$ cat config.mk
export PLATFORM = sky130hd
export DESIGN_NAME = cfc_decode
export DESIGN_NICKNAME = d
export VERILOG_FILES = /design/src/cfc_pkg.sv /design/src/cfc_decode.sv
export SDC_FILE = /design/constraint.sdc
export NUM_CORES = 1
export LEC_CHECK = 0
export ABC_AREA = 1
export BUFFER_PORTS_ARGS = -buffer_cell sky130_fd_sc_hd__buf_4
export CAP_MARGIN = 30
export CORE_MARGIN = 3
export CORE_UTILIZATION = 40
export CTS_CLUSTER_SIZE = 10
export DETAILED_ROUTE_END_ITERATION = 8
export SLEW_MARGIN = 10
export SYNTH_ARGS = -nofsm -noshare
export SYNTH_HDL_FRONTEND = slang
export SYNTH_SLANG_ARGS = --single-unit
$ cat constraint.sdc
create_clock -name clk -period 7.1 [get_ports clk]
set_input_delay 1.065 -clock clk [delete_from_list [all_inputs] [get_ports clk]]
set_output_delay 1.065 -clock clk [all_outputs]
set_load 0.005 [all_outputs]
$ cat src/cfc_pkg.sv
// Shared types, command codes and helper functions of the compressed float codec.
// Used by every codec module; depends on nothing.
package cfc_pkg;

  localparam int MAX_BYTES_DEF      = 8;
  localparam int AUTO_MAX_BYTES_DEF = 6;
  localparam int BYTES_W            = 4;

  typedef enum logic [1:0] {
    CMD_AUTO   = 2'd0,
    CMD_FIXED  = 2'd1,
    CMD_DECODE = 2'd2,
    CMD_UNUSED = 2'd3
  } cmd_t;

  typedef struct packed {
    logic [7:0]         exponent;
    logic [63:0]        mantissa;
    logic [BYTES_W-1:0] bytes;
    logic               invalid;
  } enc_res_t;

  // True when a * 2^ea is strictly greater than b * 2^eb (both magnitudes).
  function automatic logic mag_gt(input logic [52:0] a, input logic signed [13:0] ea,
                                  input logic [52:0] b, input logic signed [13:0] eb);
    logic signed [14:0] t;
    logic signed [14:0] nt;
    logic [105:0]       wa;
    logic [105:0]       wb;
    logic               r;
    t  = 15'(ea) - 15'(eb);
    nt = -t;
    wa = {53'd0, a};
    wb = {53'd0, b};
    if (a == 53'd0) begin
      r = 1'b0;
    end else if (b == 53'd0) begin
      r = 1'b1;
    end else if (t >= 15'sd53) begin
      r = 1'b1;
    end else if (t <= -15'sd53) begin
      r = 1'b0;
    end else if (t >= 15'sd0) begin
      r = (wa << t[5:0]) > wb;
    end else begin
      r = wa > (wb << nt[5:0]);
    end
    return r;
  endfunction

endpackage

$ cat src/cfc_decode.sv
// Decoder pipeline: signed mantissa to double with round to nearest even.
// Depends on cfc_pkg.
module cfc_decode import cfc_pkg::*; (
  input  logic               clk,
  input  logic               en,
  input  logic [63:0]        mantissa_in,
  input  logic [7:0]         exponent_in,
  input  logic [BYTES_W-1:0] n,
  output logic [63:0]        value
);

  logic [6:0]  sh7;
  logic [63:0] sbit;
  logic [63:0] w;
  logic [63:0] u;
  logic [5:0]  p;

  assign sh7  = {n, 3'b000} - 7'd1;
  assign sbit = 64'd1 << sh7[5:0];

  always_comb begin
    w = mantissa_in;
    if ((w & sbit) != 64'd0) w = 64'd0 - (w & ~sbit);
    u = w[63] ? 64'd0 - w : w;
    p = '0;
    for (int i = 0; i < 64; i++) begin
      if (u[i]) p = 6'(i);
    end
  end

  logic [63:0] u_b;
  logic [5:0]  p_b;
  logic        neg_b;
  logic [7:0]  x_b;

  always_ff @(posedge clk) begin
    if (en) begin
      u_b   <= u;
      p_b   <= p;
      neg_b <= w[63];
      x_b   <= exponent_in;
    end
  end

  // Normalize so the leading one sits at bit 63, then round on the low 11 bits.
  logic [63:0] nrm;
  logic        inc;
  logic [53:0] q2;
  logic [51:0] frac;
  logic [6:0]  pe;
  logic [11:0] ef;

  assign nrm  = u_b << (6'd63 - p_b);
  assign inc  = nrm[10] && ((|nrm[9:0]) || nrm[11]);
  assign q2   = {1'b0, nrm[63:11]} + 54'(inc);
  assign frac = q2[53] ? q2[52:1] : q2[51:0];
  assign pe   = {1'b0, p_b} + 7'(q2[53]);
  assign ef   = {5'd0, pe} + {{4{x_b[7]}}, x_b} + 12'd1023;

  always_ff @(posedge clk) begin
    if (en) begin
      value <= (u_b == 64'd0) ? 64'd0 : {neg_b, ef[10:0], frac};
    end
  end

endmodule

==> impl_summary.log, run 1 <==
[metrics] status: completed
[metrics] CTS HTree Levels: 4
[metrics] antenna viol nets, final: 0
[metrics] synthesized area per cell: 6.47 sq um
[metrics] shortest period the worst path allows: 6.80 ns
[metrics] share of synthesized cell area in full adder, half adder and majority cells: 1.64%
[metrics] number of design-rule violations left by the first detailed-router iteration: 954
[metrics] number of clock sinks seen by CTS: 143
[metrics] synthesized instance count: 2,311
[metrics] setup skew after layout: 0.00849 ns
[metrics] xor and xnor fraction of the mapped netlist area: 8.08%
[metrics] ratio of cells with drive above 1 in the final layout: 18.9%
[metrics] final cell count without fillers: 3,019
[metrics] number of hold-repair buffers added at the cts stage: 0
[metrics] worst-case headroom to the max-slew limit: 28.9%
[metrics] ANT cells: 0
[metrics] slowest stage cell on the critical path: edfxtp_1
[metrics] leading cell type in the layout, fill and taps excluded: nand2_1
[metrics] Net Count, Synth: 2,408
[metrics] pins over their slew limit: 0
[metrics] DIE AREA: 39,700 sq um
[metrics] RSZ-0062 raised after global routing: yes
[metrics] data arrival time of the critical path: 6.99 ns
[metrics] worst-case setup slack after placement: -0.161 ns
[metrics] Clock Tree Root: clkbuf_16
[metrics] clock input transition at the sequential cells of the worst setup and hold paths: 0.06 ns
[metrics] CP Max Fanout: 6
[metrics] area delta synth->final: 22.8%
[metrics] post-synthesis mux area share: 1.47%
[metrics] main combinational cell family by area after synthesis: simple AND/OR/NAND/NOR gates
[metrics] post-DP HPWL: 37.4 mm
[metrics] number of vias per cell: 5.03
[metrics] Worst Tran Pin Value: 1.06 ns
[metrics] final period utilization: 95.7%
[metrics] IR drop worst, VDD: 0.178 mV
[metrics] global-route wire length before repair: 73.1 mm
[metrics] Site Rows: 70
[metrics] Critical Path Max Stage Delay: 0.49 ns
[metrics] wire length per cell after detailed routing: 15.2 um
[metrics] Setup Crit Path Kind: flip-flop to flip-flop
[metrics] nature of the critical path startpoint: flip-flop
[metrics] Layout Utilization: 50.0%
[metrics] top library cells by usage in the layout, fill and taps aside: nand2_1 (636), inv_1 (336), buf_4 (284)
[metrics] Total GRT Usage: 22.9%
[metrics] fraction of synthesis flops using an asynchronous set or reset pin: 0%
[metrics] CTS tree: built
[metrics] minimum setup slack in the final design: 0.302 ns
[metrics] number of hold violations in the final report: 0
[metrics] core region area: 36,700 sq um
[metrics] setup TNS: 0 ns
[metrics] total number of vias: 15,200
[metrics] total number of yosys warnings: 0
[metrics] number of flops mapped to enable cells by yosys: 143
[metrics] Clk Latency, worst-skew pair: 0.44 ns
[metrics] residual DRC count: 0
[metrics] remaining global-route overflow: 0
[metrics] vias in the first global route: 14,300
[metrics] Final GP Congestion: 0.945
[metrics] Vert. Die Dim: 199 um
[metrics] Die X: 199 um
[metrics] Final #Nets: 2,635
[metrics] compound-gate portion of the synthesized area: 11.7%
[metrics] Seq/Total Area, Yosys: 28.7%
[metrics] primary flip-flop cell chosen by synthesis mapping: edfxtp_1
[metrics] total CTS buffers: 17
[metrics] Post-Synthesis Cell Area: 15,000 sq um
[metrics] worst hold path type: flip-flop to flip-flop
[metrics] Leak: 8.67 nW
[metrics] Filler Cell Count: 3,775
[metrics] maximum buffer depth of the clock tree: 2
[metrics] Yosys reg bits: 143
[metrics] data required time at the worst endpoint: 7.29 ns
[metrics] Pwr per Cell Area: 265 nW/um^2
[metrics] final setup violation count: 0
[metrics] FF/Latch Area: 4290 sq um
[metrics] number of distinct library cells after synthesis: 65
[metrics] max-cap violation count: 0
[metrics] Crit. End Element: flip-flop
[metrics] pin count of the biggest net entering global routing: 75
[metrics] fmax: 147 MHz
[metrics] Cells after DPL: 2,964
[metrics] cell repeated most along the worst path: inv_1
[metrics] IO Pins: 142
[metrics] combined area of the multi-input logic cells: 9100 sq um
[metrics] area share of and/or/nand/nor cells after synthesis: 36.3%
[metrics] number of antenna violations at the first check in global routing: 0
[metrics] overall routed net length: 45.9 mm
[metrics] starting density of the core: 40.7%
[metrics] total of buffers placed on input and output ports: 140
[metrics] Pre-Repair DR Iteration Count: 8
-- cells in the mapped netlist (all sizes together) (2+ instances only) --
| cell | count | area [sq um] |
|---|---|---|
| nand2 | 644 | 2440 |
| inv | 362 | 1360 |
| nor2 | 260 | 1050 |
| o21ai | 233 | 1180 |
| nand3 | 145 | 771 |
| edfxtp | 143 | 4290 |
| xor2 | 122 | 1090 |
| nor4 | 52 | 365 |
| clkbuf | 47 | 176 |
| nor3 | 43 | 292 |
| buf | 42 | 241 |
| nand4 | 37 | 257 |
| a21oi | 29 | 145 |
| mux2i | 22 | 220 |
| or2 | 20 | 125 |
| ha | 18 | 225 |
| a31oi | 14 | 93.8 |
| xnor2 | 13 | 114 |
| o211ai | 10 | 75.1 |
| o22ai | 10 | 62.6 |
| nor3b | 9 | 67.6 |
| o31ai | 6 | 63.8 |
| clkinv | 5 | 18.8 |
| nand3b | 3 | 22.5 |
| o41ai | 3 | 26.3 |
| a21bo | 2 | 20.0 |
| and3 | 2 | 12.5 |
| o2111ai | 2 | 17.5 |
| o221ai | 2 | 17.5 |
-- worst max-delay path, delay by kind of cell, from the launching register on --
family	cells	cell delay, ns
muxes	2	0.27
adders and majority gates	5	1.09
and+or+nand+nor	22	3.17
AOI/OAI and AO/OA	4	0.36
DFF	1	0.49
buffers and inverters	14	1.16
-- cell families after synthesis --
logic type,Yosys count
multiplexers,22
flip-flops,143
buffers and inverters,456
adder cells (fa/ha/maj),19
XOR/XNOR,135
AO/OA/AOI/OAI,317
AND/OR/NAND/NOR,1219
-- per-layer routing --
metal | GRT usage (%) | up-vias | part of all wire, %
met4 | 6.49 | 0 | 2.2
met3 | 2.38 | 52 | 2.8
li1 | - | 7943 | -
met1 | 28.3 | 6910 | 44
met5 | 0 | - | 0
met2 | 42.5 | 270 | 51
-- layout make-up --
| type | count | area share, % |
|---|---|---|
| Multi-Input combinational cell | 1712 | 49.6 |
| Sequential cell | 143 | 23.4 |
| Timing Repair Buffer | 297 | 12.9 |
| Inverter | 367 | 7.54 |
| Tap cell | 468 | 3.19 |
| Clock buffer | 19 | 2.36 |
| Clock inverter | 13 | 1.02 |
-- per-stage QoR --
step	area [sq um]	power, mW	hold slack, ns
final	18400	4.87	0.569
after CTS	17900	4.73	0.572
after global placement	17200	3.72	0.544
after floorplan	15000	2.80	0.519
after global routing	18400	5.28	0.588
after detailed placement	17200	3.74	0.545
-- flip-flops by register name, summed over array words and instances, names as in the netlist --
signal and cells:
neg_b 1, p_b 6, u_b 64, value 64
x_b 8
-- what timing repair did --
| item | in CTS | in global routing |
|---|---|---|
| gates resized for setup | 3 | 94 |
| pin swaps | 0 | 20 |
| setup endpoints to repair | 6 | 10 |
| gates cloned | 0 | 3 |
| buffers inserted | 0 | 20 |
-- path summary, 6_finish.rpt --
kind,start,to,slack (ns),cells past startpoint
max reg2reg,p_b[0]$_SDFFCE_PP1P_,value[59]$_SDFFCE_PN0P_,0.30,47
max,p_b[0]$_SDFFCE_PP1P_,value[59]$_SDFFCE_PN0P_,0.30,47
min reg2reg,neg_b$_DFFE_PP_,value[63]$_SDFFCE_PN0P_,0.57,2
min,neg_b$_DFFE_PP_,value[63]$_SDFFCE_PN0P_,0.57,2
-- power by group --
| part | leakage (nW) | internal (mW) | switching, mW | total [mW] |
|---|---|---|---|---|
| Combinational | 6.95 | 1.02 | 1.64 | 2.66 |
| Clock | 0.294 | 0.590 | 0.382 | 0.972 |
| Sequential | 1.42 | 1.15 | 0.0889 | 1.24 |
(Power assumes the default switching activity.)
==> run 2, diff against run 1 <==
- CORE_UTILIZATION: 40 -> 60
- PLACE_DENSITY: default -> 0.81
==> run 2 against run 1 <==
Against the previous run:
- via count up 5.2%
- power down 1.2%
- setup slack worse by 0.24 ns
- non-clock buffer count down 25
- sequential power about the same
- sequential share of layout area up 0.42 points
- global-route usage up 9.2 points
- critical path type unchanged
==> impl_summary.log, run 2 (synthesized netlist as in run 1, its figures left out) <==
[metrics] status: completed
[metrics] DIE AREA: 26,900 sq um
[metrics] CTS HTree Levels: 4
[metrics] Clock Tree Root: clkbuf_16
[metrics] worst hold path type: flip-flop to flip-flop
[metrics] Site Rows: 57
[metrics] total number of vias: 16,000
[metrics] final setup violation count: 0
[metrics] slowest stage cell on the critical path: edfxtp_1
[metrics] final cell count without fillers: 2,849
[metrics] Layout Utilization: 74.0%
[metrics] number of hold violations in the final report: 0
[metrics] number of vias per cell: 5.60
[metrics] Die X: 164 um
[metrics] antenna viol nets, final: 0
[metrics] sequential group share of total power: 25.9%
[metrics] area delta synth->final: 20.6%
[metrics] leading cell type in the layout, fill and taps excluded: nand2_1
[metrics] setup skew after layout: 0.0171 ns
[metrics] pins over their slew limit: 0
[metrics] data required time at the worst endpoint: 7.29 ns
[metrics] max-cap violation count: 0
[metrics] remaining global-route overflow: 0
[metrics] CTS tree: built
[metrics] RSZ-0062 raised after global routing: yes
[metrics] Leak: 8.57 nW
[metrics] part of the power in combinational logic: 54.6%
[metrics] top library cells by usage in the layout, fill and taps aside: nand2_1 (635), inv_1 (334), buf_4 (256)
[metrics] Top Registers: u_b x64, value x64, x_b x8
[metrics] ANT cells: 0
[metrics] ratio of cells with drive above 1 in the final layout: 18.1%
[metrics] number of antenna violations at the first check in global routing: 0
[metrics] Cells after DPL: 2,787
[metrics] Setup Crit Path Kind: flip-flop to flip-flop
[metrics] Final GP Congestion: 1.05
[metrics] pin count of the biggest net entering global routing: 77
[metrics] register-to-register setup slack: 0.06 ns
[metrics] Vert. Die Dim: 164 um
[metrics] Final #Nets: 2,610
[metrics] Pre-Repair DR Iteration Count: 9
[metrics] CP Max Fanout: 5
[metrics] Switching Share: 44.5%
[metrics] fmax: 142 MHz
[metrics] Cell Area, Placed: 16,800 sq um
[metrics] number of clock sinks seen by CTS: 143
[metrics] Worst Tran Pin Value: 0.945 ns
[metrics] number of design-rule violations left by the first detailed-router iteration: 1,548
[metrics] clock input transition at the sequential cells of the worst setup and hold paths: 0.07 ns
[metrics] wire length per cell after detailed routing: 16.3 um
[metrics] final period utilization: 99.1%
[metrics] post-DP HPWL: 35.1 mm
[metrics] core region area: 24,400 sq um
[metrics] final design area excluding fillers: 18,000 sq um
[metrics] Critical Path Max Stage Delay: 0.54 ns
[metrics] P_sw: 2.14 mW
[metrics] residual DRC count: 0
[metrics] WHS: 0.586 ns
[metrics] vias in the first global route: 14,600
[metrics] cell internal power dissipation: 2.67 mW
[metrics] Pwr per Cell Area: 267 nW/um^2
[metrics] total of buffers placed on input and output ports: 140
[metrics] overall routed net length: 46.4 mm
[metrics] IO Pins: 142
[metrics] global-route wire length before repair: 69.5 mm
[metrics] nature of the critical path startpoint: flip-flop
[metrics] maximum buffer depth of the clock tree: 2
[metrics] Total GRT Usage: 32.2%
[metrics] overall power: 4.81 mW
[metrics] total CTS buffers: 17
[metrics] data arrival time of the critical path: 7.23 ns
[metrics] clock group share of total power: 19.4%
[metrics] Crit. End Element: flip-flop
[metrics] Clk Latency, worst-skew pair: 0.44 ns
[metrics] starting density of the core: 61.3%
[metrics] worst-case headroom to the max-slew limit: 37.0%
[metrics] IR drop worst, VDD: 0.195 mV
[metrics] shortest period the worst path allows: 7.04 ns
run 2: cell types whose count changed in the layout (fill, tap and decap cells not counted), sizes merged:
cell | previous run | this run
clkbuf | 22 | 19
clkinvlp | 3 | 2
inv | 364 | 368
clkinv | 9 | 8
bufinv | 4 | 3
buf | 294 | 270
run 2: power by group through the flow:
stage | logic (mW) | clock network [mW] | registers [mW]
floorplan | 1.56 | 0 | 1.24
CTS | 2.39 | 0.935 | 1.24
finish | 2.63 | 0.935 | 1.25
global placement | 2.31 | 0 | 1.24
global route | 2.92 | 0.980 | 1.26
detailed placement | 2.37 | 0 | 1.25
run 2: final cells by class:
type,count,area (sq um)
clock buffers,17,425
well taps,324,405
clock inverters,14,180
flip-flops and latches,143,4290
repair buffers,272,2190
fillers,1926,6350
multi-input cells,1712,9150
inverters,367,1390
run 2: what timing repair did:
item | in CTS | in global routing
hold buffers | 0 | 0
pin swaps | 1 | 30
setup buffers | 0 | 29
gates cloned | 0 | 2
endpoints found under the setup margin | 6 | 11
gates resized for setup | 6 | 93
run 2: worst paths after layout:
check                                     startpoint                       to  cells past startpoint
worst min-delay path                 neg_b$_DFFE_PP_  value[63]$_SDFFCE_PN0P_                      2
worst min register to register       neg_b$_DFFE_PP_  value[63]$_SDFFCE_PN0P_                      2
worst max register to register  p_b[0]$_SDFFCE_PP1P_  value[59]$_SDFFCE_PN0P_                     44
worst max-delay path            p_b[0]$_SDFFCE_PP1P_  value[59]$_SDFFCE_PN0P_                     44
run 2: metal layers:
metal	vias up	routed length [um]	GRT usage, %
met1	7197	18200	37.8
met3	160	2640	3.48
met4	0	2620	15.2
met2	715	23000	58.5
li1	7891	-	-
met5	-	0	0
run 2: through the flow:
step	worst slack (ns)	TNS [ns]
floorplan	0.728	0
global placement	0.0978	0
detailed placement	-0.147	-0.372
CTS	0.00410	0
global route	-0.368	-1.55
finish	0.0619	0
run 2: critical path, delay by kind of cell (launching register included):
kind	cells	cell delay, ns
AND/OR/NAND/NOR	22	3.11
XOR/XNOR	1	0.14
multiplexers	2	0.30
flip-flops	1	0.54
AO/OA/AOI/OAI	4	0.69
adder cells (fa/ha/maj)	4	0.89
buffers and inverters	11	1.09
==> run 3, diff against run 2 <==
- GPL_TIMING_DRIVEN: default -> 0
==> run 3 against run 2 <==
Against the previous run:
- the flow now finishes with violations (negative setup slack)
- clock skew fell by 0.0018 ns
- power down 0.34%
- setup slack got worse by 0.38 ns
- global-route usage rose by 4.7 points
- maximum frequency fell by 5.2%
- combinational power about the same
- largest cell class unchanged
- first-iteration DRC count increased by 51%
- sequential power about the same
- cell count rose by 2.5%
==> impl_summary.log, run 3 (synthesized netlist as in run 1, its figures left out) <==
[metrics] FF/Latch Area: 4290 sq um
[metrics] area delta synth->final: 23.3%
[metrics] final cell count without fillers: 2,919
[metrics] WHS: 0.741 ns
[metrics] pins over their slew limit: 0
[metrics] Leak: 8.69 nW
[metrics] number of design-rule violations left by the first detailed-router iteration: 2,333
[metrics] core region area: 24,400 sq um
[metrics] Vert. Die Dim: 164 um
[metrics] remaining global-route overflow: 0
[metrics] Die X: 164 um
[metrics] Clock Tree Root: clkbuf_16
[metrics] top library cells by usage in the layout, fill and taps aside: nand2_1 (630), inv_1 (330), buf_4 (251)
[metrics] final period utilization: 105%
[metrics] Crit. End Element: flip-flop
[metrics] nature of the critical path startpoint: flip-flop
[metrics] antenna viol nets, final: 0
[metrics] cell repeated most along the worst path: nand4_1
[metrics] number of hold-repair buffers added at the cts stage: 0
[metrics] post-DP HPWL: 38.2 mm
[metrics] IR drop worst, VDD: 0.192 mV
[metrics] pin count of the biggest net entering global routing: 77
[metrics] total CTS buffers: 17
[metrics] Layout Utilization: 75.6%
[metrics] Critical path buffers and inverters: 12
[metrics] failing checks: negative setup slack
[metrics] Clk Latency, worst-skew pair: 0.44 ns
[metrics] maximum buffer depth of the clock tree: 2
[metrics] overall power: 4.80 mW
[metrics] ratio of cells with drive above 1 in the final layout: 19.7%
[metrics] ANT cells: 0
[metrics] final setup violation count: 9
[metrics] shortest period the worst path allows: 7.42 ns
[metrics] DIE AREA: 26,900 sq um
[metrics] total of buffers placed on input and output ports: 137
[metrics] IO Pins: 142
[metrics] max-cap violation count: 0
[metrics] Final #Nets: 2,679
[metrics] overall routed net length: 53.3 mm
[metrics] CP Max Fanout: 8
[metrics] combined area of the multi-input logic cells: 9340 sq um
[metrics] slowest stage cell on the critical path: edfxtp_1
[metrics] worst-case headroom to the max-slew limit: 21.4%
[metrics] Critical Path Max Stage Delay: 0.51 ns
[metrics] Cells after DPL: 2,775
[metrics] Pre-Repair DR Iteration Count: 8
[metrics] Site Rows: 57
[metrics] data required time at the worst endpoint: 7.29 ns
[metrics] Total GRT Usage: 36.8%
[metrics] total number of vias: 17,100
[metrics] Filler Cell Count: 1,734
[metrics] Worst Tran Pin Value: 1.17 ns
[metrics] minimum setup slack in the final design: -0.321 ns
[metrics] Final GP Congestion: 1.01
[metrics] gate family responsible for the most delay along the worst path: simple AND/OR/NAND/NOR gates
[metrics] Top Registers: u_b x64, value x64, x_b x8
[metrics] data arrival time of the critical path: 7.61 ns
[metrics] RSZ-0062 raised after global routing: yes
[metrics] wire length per cell after detailed routing: 18.3 um
[metrics] status: complete, but fails checks
[metrics] Setup Crit Path Kind: flip-flop to flip-flop
[metrics] number of vias per cell: 5.87
[metrics] worst-case setup slack after placement: -1.68 ns
[metrics] vias in the first global route: 15,800
[metrics] starting density of the core: 61.3%
[metrics] Pwr per Cell Area: 260 nW/um^2
[metrics] clock input transition at the sequential cells of the worst setup and hold paths: 0.07 ns
[metrics] number of antenna violations at the first check in global routing: 1
[metrics] number of clock sinks seen by CTS: 143
[metrics] worst hold path type: flip-flop to flip-flop
[metrics] fmax: 135 MHz
[metrics] CTS HTree Levels: 4
[metrics] setup skew after layout: 0.0153 ns
[metrics] CTS tree: built
[metrics] global-route wire length before repair: 78.8 mm
[metrics] number of hold violations in the final report: 0
[metrics] register-to-register setup slack: -0.32 ns
[metrics] leading cell type in the layout, fill and taps excluded: nand2_1
[metrics] residual DRC count: 0
==> run 3: cell count changes in the layout (fill, tap and decap cells not counted), sizes merged <==
| cell | change |
|---|---|
| buf | +24 |
| bufinv | -1 |
| clkbuf | +48 |
| clkinvlp | +3 |
| inv | -4 |
==> run 3: layout make-up <==
| class | instances | area share, % |
|---|---|---|
| clock buffer | 20 | 2.37 |
| buffer | 88 | 2.76 |
| clock inverter | 12 | 0.753 |
| sequential | 143 | 23.3 |
| timing repair buffer | 253 | 10.4 |
| tap | 324 | 2.20 |
| inverter | 367 | 7.53 |
| multi-input combinational | 1712 | 50.7 |
==> run 3: metal layers <==
metal	wire length (um)	track usage, %	up-vias
met5	11	0	-
met4	4490	25.7	2
met3	4780	5.20	310
met2	25000	64.1	1180
met1	19100	41.5	7579
li1	-	-	8056
==> run 3: what timing repair did <==
action	in CTS	in global routing
endpoints found under the setup margin	22	21
buffers inserted	70	52
pin swaps	12	57
gates resized for setup	62	131
==> run 3: metrics by stage <==
| step | instance area [sq um] | setup TNS [ns] |
|---|---|---|
| 5_1_grt | 18400 | -4.96 |
| 2_1_floorplan | 15000 | 0 |
| 6_report | 18400 | -1.58 |
| 4_1_cts | 17700 | -0.0331 |
| 3_5_place_dp | 16400 | -14.76 |
| 3_3_place_gp | 16400 | -13.10 |
==> run 3: final timing paths <==
kind / startpoint / to / cells after the start
setup / recovery: p_b[0]$_SDFFCE_PP1P_ / value[59]$_SDFFCE_PN0P_ / 45
hold / removal: x_b[0]$_DFFE_PP_ / value[52]$_SDFFCE_PN0P_ / 3
setup reg to reg: p_b[0]$_SDFFCE_PP1P_ / value[59]$_SDFFCE_PN0P_ / 45
hold reg to reg: x_b[0]$_DFFE_PP_ / value[52]$_SDFFCE_PN0P_ / 3
==> run 3: worst reg2reg max path, delay by kind of cell, from the launching register on <==
kind,cells,cell delay [ns]
fa+ha+maj,4,0.90
flops,1,0.51
buf+inv,12,1.40
simple gates,22,3.30
compound gates,6,0.95
xor+xnor,1,0.14
==> run 3: power breakdown <==
part	total [mW]	internal, mW	switching (mW)
clock	0.903	0.520	0.384
sequential	1.25	1.15	0.0995
combinational	2.64	0.887	1.76
total	4.80	2.56	2.24
